## config.mk

```make
export PLATFORM = sky130hd
export DESIGN_NAME = rmss_cell
export DESIGN_NICKNAME = d
export VERILOG_FILES = /design/src/sv/rmss_pkg.sv /design/src/sv/rmss_cell.sv
export SDC_FILE = /design/constraint.sdc
export NUM_CORES = 1
export LEC_CHECK = 0
export BUFFER_PORTS_ARGS = -buffer_cell sky130_fd_sc_hd__buf_2
export CAP_MARGIN = 25
export CORE_MARGIN = 1.5
export CORE_UTILIZATION = 25
export DETAILED_ROUTE_END_ITERATION = 10
export GPL_TIMING_DRIVEN = 0
export SETUP_SLACK_MARGIN = 0.4
export SLEW_MARGIN = 20
export SYNTH_ARGS = -nofsm -noshare
export SYNTH_HDL_FRONTEND = slang
export SYNTH_SLANG_ARGS = --single-unit
```

## constraint.sdc

```tcl
create_clock -name clk_i -period 9.1 [get_ports clk_i]
set_input_delay 2.275 -clock clk_i [delete_from_list [all_inputs] [get_ports clk_i]]
set_output_delay 2.275 -clock clk_i [all_outputs]
set_load 0.03 [all_outputs]
```

## src/sv/rmss_pkg.sv

```systemverilog
// ----------------------------------------------------------------------------
// rmss_pkg
// Shared types and constants for the running median sorted store.
// ----------------------------------------------------------------------------
package rmss_pkg;

  localparam int SAMPLE_W = 32;
  localparam int COUNT_W  = 9;

  // link between neighboring cells: whether the left cell keeps its value
  // on insert, and the value it hands to the right
  typedef struct packed {
    logic                       keep;
    logic signed [SAMPLE_W-1:0] value;
  } link_t;

  typedef enum logic {
    ST_IDLE,
    ST_BUSY
  } state_e;

endpackage

```

## src/sv/rmss_cell.sv

```systemverilog
// ----------------------------------------------------------------------------
// rmss_cell
// One rank of the sorted store. On insert it keeps its value, takes the new
// sample, or takes its left neighbor's value, and it offers its value as a
// leaf of the median readout when its rank is selected.
// ----------------------------------------------------------------------------
module rmss_cell #(
  parameter int IDX_W = 8,
  parameter int CNT_W = 9,
  parameter int IDX   = 0
) (
  input  logic                                clk_i,
  input  logic                                ins_i,
  input  logic signed [rmss_pkg::SAMPLE_W-1:0] sample_i,
  input  logic [CNT_W-1:0]                    count_i,
  input  logic [IDX_W-1:0]                    lo_i,
  input  logic [IDX_W-1:0]                    hi_i,
  input  rmss_pkg::link_t                     prev_i,
  output rmss_pkg::link_t                     link_o,
  output logic [2*rmss_pkg::SAMPLE_W-1:0]     leaf_o
);
  import rmss_pkg::*;

  logic signed [SAMPLE_W-1:0] value_q, value_d;
  logic                       occupied;

  assign occupied = CNT_W'(IDX) < count_i;

  assign link_o.keep  = occupied && (value_q <= sample_i);
  assign link_o.value = value_q;

  always_comb begin
    value_d = value_q;
    if (ins_i && !link_o.keep) begin
      value_d = prev_i.keep ? sample_i : prev_i.value;
    end
  end

  always_ff @(posedge clk_i) begin
    value_q <= value_d;
  end

  assign leaf_o[SAMPLE_W-1:0]          = (IDX_W'(IDX) == lo_i) ? value_q : '0;
  assign leaf_o[2*SAMPLE_W-1:SAMPLE_W] = (IDX_W'(IDX) == hi_i) ? value_q : '0;

endmodule

```

==> results.md, run 1 <==
- Worst path required time: 6830 ps
- First-pass GRT wire length: ~13000 microns
- Vias per std cell: around 4.4
- Final Hold Viols: 0
- Clock network power share: 23.1%
- P_sw: roughly 160 uW
- Row count: 37
- Peak Freq: around 150 MHz
- N_diodes: 0
- Crit path max fanout: 3
- Int Pwr: roughly 300 uW
- Number of remaining DRC errors: 0
- Hold slack: roughly 1200 ps
- # resized after CTS: 0
- EDFF count, synth: 32
- Antenna violations before repair: 1
- Largest register FFs: 32
- Layout net count: 589
- Setup CP Type: in -> out
- Pleak: about 0.0021 uW
- Setup WS pre-CTS: 2480 ps
- Worst clock skew: around 6.3 ps
- Net Sw Frac: 34.4%
- Top reg by flops: value_q
- # IOs: between 150 and 200
- Final period util: a little over 70%
- Combinational Power Share: 33.4%
- Final Setup Violations: 0
- Share of cells above drive strength 1: about half
- Synth Cell Area: 2680 sq um
- Final worst slack: approximately 2500 ps
- Port bufs: about 190
- DR pass1 iterations: 4
- Die W: 106 microns
- CTS tree: built
- PD cells: 116 nW/um^2
- Final-report max-slew violation count: 0
- Start point of the critical path: sample_i[15]
- Worst Max-Slew Pin Slew: 676 ps
- Total grt overflow: 0
- Clk slew on worst S/H paths: 70 ps
- Hold_sp: value_q[31]
- Root buf cell: clkbuf_8
- Top_reg_cell synth: edfxtp_1
- Global routing usage on met1: between 15 and 20%
- Largest net degree at the start of global routing: 11
- Inserted Clock Buffers: 5
- # hold bufs at CTS: 0
- Maximum buffer depth of the clock tree: 2
- Clock Sinks: 32
- Slew HR: between 50% and 60%
- Core Area: ~10000 sq um
- Library cells used by synthesis: 33
- WL/cell: ~14 microns
- Routed Antenna Nets: 0
- Placer Congestion: roughly 0.73
- Initial core utilization: between 20% and 30%
- Die height: 106 microns
- Tmin final: roughly 6600 ps
- Met2 GRT Util: between 20% and 30%
- Yosys reg bits: 32
- Synth async-reset ratio: 0%
- Via count: 2624
- Hold WC Path Type: reg -> reg
- Vias in the first global route: 2579
- P&R area growth vs syn: 45.7%
- Most frequent cells in the layout: buf_2 (191), and2_1 (62)
- Instance count of the mapped netlist: 265
- Post-CTS Setup Repair Bufs: 0
- Die area: around 11000 sq um
- Most common cell after layout, fill and taps aside: buf_2
- Iter 0 DRT Violations: between 80 and 90
- Status: completed
- Ys Warns: 0
- GR peak layer: met2
- Sequential Power Share: roughly 44%
- CP startpoint kind: input pin
- GRT Resource Usage Total: approximately 14%
- HPWL Detailed: between 6000 and 7000 microns
- Syn_nets: between 300 and 400
- Reg-to-reg startpoint: value_q[13]
- RSZ-0062 raised after global routing: no
- Max Cap Viol: 0
- Skew-Pair Late Insertion Delay: 280 ps
- H-tree depth: 2
- WP data arrival: between 4000 and 5000 ps
- Register area share after synthesis: between 30% and 40%
- Setup TNS: 0 ps
- Total wire length: slightly above 8000 microns
- GR Util met3: between 3 and 4%
- Largest registers: value_q (32)
- Maximum VDD drop: 52.5 uV
- Syn Area/Cell: between 10 and 15 sq um
- Worst Setup End Kind: primary output
==> routing by layer <==
metal	share of wire, %	up-vias	wire length [microns]
met5	0.16	-	13
met4	0.47	2	38
met3	7.2	6	587
met2	51	110	4110
met1	42	1180	3390
li1	-	1326	-
==> path summary, 6_finish.rpt <==
check	cells past startpoint	to	slack, ps
max	10	link_o[32]	2530
min	5	value_q[31]	1230
max reg2reg	10	value_q[28]	5640
min reg2reg	5	value_q[31]	1230
==> logic make-up (layout without fill, tap and decap cells) <==
group / count (synthesis) / after routing / share of synthesized area [%]
simple gates: 103 / 103 / 23.6
buf+inv: 43 / 243 / 6.03
fa+ha+maj: 32 / 32 / 15.0
mux: 32 / 32 / 13.5
flops: 32 / 32 / 35.9
compound gates: 23 / 23 / 6.07
==> power by group through the flow <==
stage                     Combinational, uW  Sequential (uW)  Clock, uW
after global placement                  146              203          0
after global routing                    168              201        116
after detailed placement                153              201          0
after floorplan                        65.2              229          0
final                                   151              197        104
after CTS                               154              198        111
==> worst max-delay path, cell delays in order <==
cell and delay (ps):
buf_2 90, inv_1 40, ha_1 300, nand4_1 190
nor3_1 340, a21boi_1 260, or4_4 160, a211oi_2 70
or3_1 360, buf_2 190
==> area by class of cell <==
type,count,area [sq um]
fill,1084,6470
multi-input combinational,190,1560
timing repair buffer,193,971
sequential,32,961
tap,136,170
inverter,33,124
clock buffer,5,68.8
buffer,10,37.5
clock inverter,2,7.51
==> cell usage after synthesis, drive strengths merged, types with 2 or more instances <==
cell type  count  area, sq um
nand4          6         43.8
a211oi         3         27.5
ha            32          400
nand3          5         25.0
o21ai          2         10.0
nor2           5         18.8
inv           32          120
nor4           2         18.8
and2          62          388
or4            5         41.3
buf            3         11.3
o211ai         2         20.0
a21oi         10         50.1
nand2          8         30.0
edfxtp        32          961
mux2          32          360
a21o           3         22.5
nor3           5         25.0
clkbuf         7         26.3
==> through the flow <==
stage | util (%) | total power [uW] | area (sq um) | std cells
2_1_floorplan | - | 294 | 2680 | 265
3_3_place_gp | 36.5 | 349 | 3780 | 588
3_5_place_dp | 36.9 | 355 | 3820 | 594
4_1_cts | 37.6 | 463 | 3900 | 601
5_1_grt | 37.6 | 485 | 3900 | 601
6_report | 37.6 | 453 | 3900 | 601
Note: power is estimated with default switching activity, not from simulation.
==> run 2, diff against run 1 <==
Clock period 9.1 ns to 6.4 ns, I/O delays scaled along.
==> run 2 against run 1 <==
Cell count decreased by 0.17%; routed wire length up 1.6%; sequential power rose by 43%; clock skew rose by 3.1 ps; first-iteration DRC count is 17% higher; global-route usage decreased by 0.16 points; critical path type unchanged.
==> results.md, run 2 (synthesized netlist as in run 1, its figures left out) <==
- Die area: 11300 sq um (unchanged)
- Worst Setup End Kind: primary output (unchanged)
- Inserted Clock Buffers: 5 (unchanged)
- Placer Congestion: 0.754 (was 0.726)
- Final Hold Viols: 0 (unchanged)
- Peak Freq: between 150 and 200 MHz
- Worst Max-Slew Pin Slew: 625 ps (was 676 ps)
- Port bufs: 187 (unchanged)
- Slew HR: 58.3% (was 54.8%)
- Non-filler cells, final: 600 (was 601)
- # hold bufs at CTS: 0 (unchanged)
- Root buf cell: clkbuf_8 (unchanged)
- Most frequent cells in the layout: buf_2 (187), and2_1 (62) (was buf_2 (191), and2_1 (62))
- Skew-Pair Late Insertion Delay: 290 ps (was 280 ps)
- P&R area growth vs syn: 46.5% (was 45.7%)
- Worst path required time: 4800 ps (was 6830 ps)
- Worst r2r dst: value_q[18] (was value_q[28])
- RSZ-0062 raised after global routing: no (unchanged)
- Clk slew on worst S/H paths: 70 ps (about the same)
- Core Area: 10400 sq um (unchanged)
- Antenna violations before repair: 0 (was 1)
- Iter 0 DRT Violations: 97 (was 83)
- Final Setup Violations: 0 (unchanged)
- Setup TNS: 0 ps (unchanged)
- Row count: 37 (unchanged)
- Total wire length: 8280 microns (was 8140 microns)
- Number of remaining DRC errors: 0 (unchanged)
- Post-CTS Setup Repair Bufs: 0 (unchanged)
- Final-report max-slew violation count: 0 (unchanged)
- Cell depth of the worst flop-to-flop path: 10 (unchanged)
- PD cells: 167 nW/um^2 (was 116 nW/um^2)
- Die W: 106 microns (unchanged)
- Largest net degree at the start of global routing: 11 (unchanged)
- Pleak: 0.00209 uW (was 0.00208 uW)
- Final worst slack: 1080 ps (was 2530 ps)
- Clock Sinks: 32 (unchanged)
- Placed cell count: 592 (was 594)
- Vias in the first global route: 2627 (was 2579)
- Routed Antenna Nets: 0 (unchanged)
- Crit path max fanout: 3 (unchanged)
- Tmin final: between 5000 and 6000 ps
- CTS tree: built (unchanged)
- Top reg by flops: value_q (unchanged)
- CP startpoint kind: input pin (unchanged)
- Total grt overflow: 0 (unchanged)
- Maximum VDD drop: 72.4 uV (was 52.5 uV)
- Largest register FFs: 32 (unchanged)
- WL/cell: 13.8 microns (was 13.6 microns)
- Initial core utilization: 25.8% (unchanged)
- R2R setup slack: 3270 ps (was 5640 ps)
- WP data arrival: 3720 ps (was 4290 ps)
- Worst clock skew: 9.45 ps (was 6.34 ps)
- Most common cell after layout, fill and taps aside: buf_2 (unchanged)
- Maximum buffer depth of the clock tree: 2 (unchanged)
- Start point of the critical path: sample_i[15] (unchanged)
- HPWL Detailed: 6950 microns (was 6860 microns)
- Largest registers: value_q (32) (unchanged)
- Die height: 106 microns (unchanged)
- Reg-to-reg startpoint: value_q[15] (was value_q[13])
- Share of cells above drive strength 1: 51.3% (was 51.2%)
- Status: completed (unchanged)
- # IOs: 189 (unchanged)
- Setup WS pre-CTS: 1040 ps (was 2480 ps)
- DR pass1 iterations: 4 (unchanged)
- Placed Area: 3840 sq um (was 3820 sq um)
- Filler instances: 1099 (was 1084)
- H-tree depth: 2 (unchanged)
- Finished Cell Area: 3920 sq um (was 3900 sq um)
- Hold WC Path Type: reg -> reg (unchanged)
- Layout net count: 587 (was 589)
- # resized after CTS: 0 (unchanged)
- Worst Setup EP: link_o[32] (unchanged)
- Max Cap Viol: 0 (unchanged)
- First-pass GRT wire length: 12300 microns (was 12700 microns)
- Final period util: slightly above 80%
- Via count: 2652 (was 2624)
- Final Util: 37.8% (was 37.6%)
- GRT Resource Usage Total: 14.1% (was 14.2%)
- Setup CP Type: in -> out (unchanged)
- Vias per std cell: 4.42 (was 4.37)
- N_diodes: 0 (unchanged)
## run 2: changes by cell type in the layout (fill, tap and decap cells not counted), sizes merged
cell	previous run	this run
buf	196	194
clkinv	3	4
## run 2: final cells by class
cell class                 count  area, sq um  share of cell area (%)
buffer                        10         37.5                   0.957
clock buffer                   5         68.8                    1.75
clock inverter                 3         13.8                   0.351
inverter                      33          124                    3.16
multi-input combinational    190         1570                    40.0
sequential                    32          961                    24.5
tap                          136          170                    4.34
timing repair buffer         191          977                    24.9
## run 2: metrics by stage
step	total power (uW)	hold WS [ps]
floorplan	418	1480
detailed placement	508	1200
global route	695	1260
finish	654	1220
CTS	668	1220
global placement	496	1540
## run 2: worst min-delay path by stage
stage,start,endpoint,slack [ps],cells past startpoint
after CTS,value_q[31],value_q[0],1220,5
after global placement,value_q[31],value_q[30],1540,5
after global routing,value_q[31],value_q[0],1260,5
after floorplan,value_q[31],value_q[0],1480,5
final,value_q[31],value_q[0],1220,5
after detailed placement,value_q[31],value_q[0],1200,5
## run 2: worst max-delay path, stage by stage
cell	delay, ps
buf_2	90
inv_1	40
ha_1	300
nand4_1	190
nor3_1	370
a21boi_1	310
or4_4	180
a211oi_2	80
or3_1	370
buf_2	190
## run 2: report_power, final
group	internal (uW)	leakage, uW	total [uW]	switching, uW
Clock	73.9	0.0000453	154	80.3
Sequential	262	0.000302	281	19.6
Combinational	91.3	0.00174	218	127
## run 2: metal layers
metal	up-vias	wire length [microns]	GRT usage, %
met4	0	76	3.52
met2	119	4090	26.5
met1	1203	3490	16.1
met5	-	0	0
li1	1324	-	-
met3	6	622	2.94
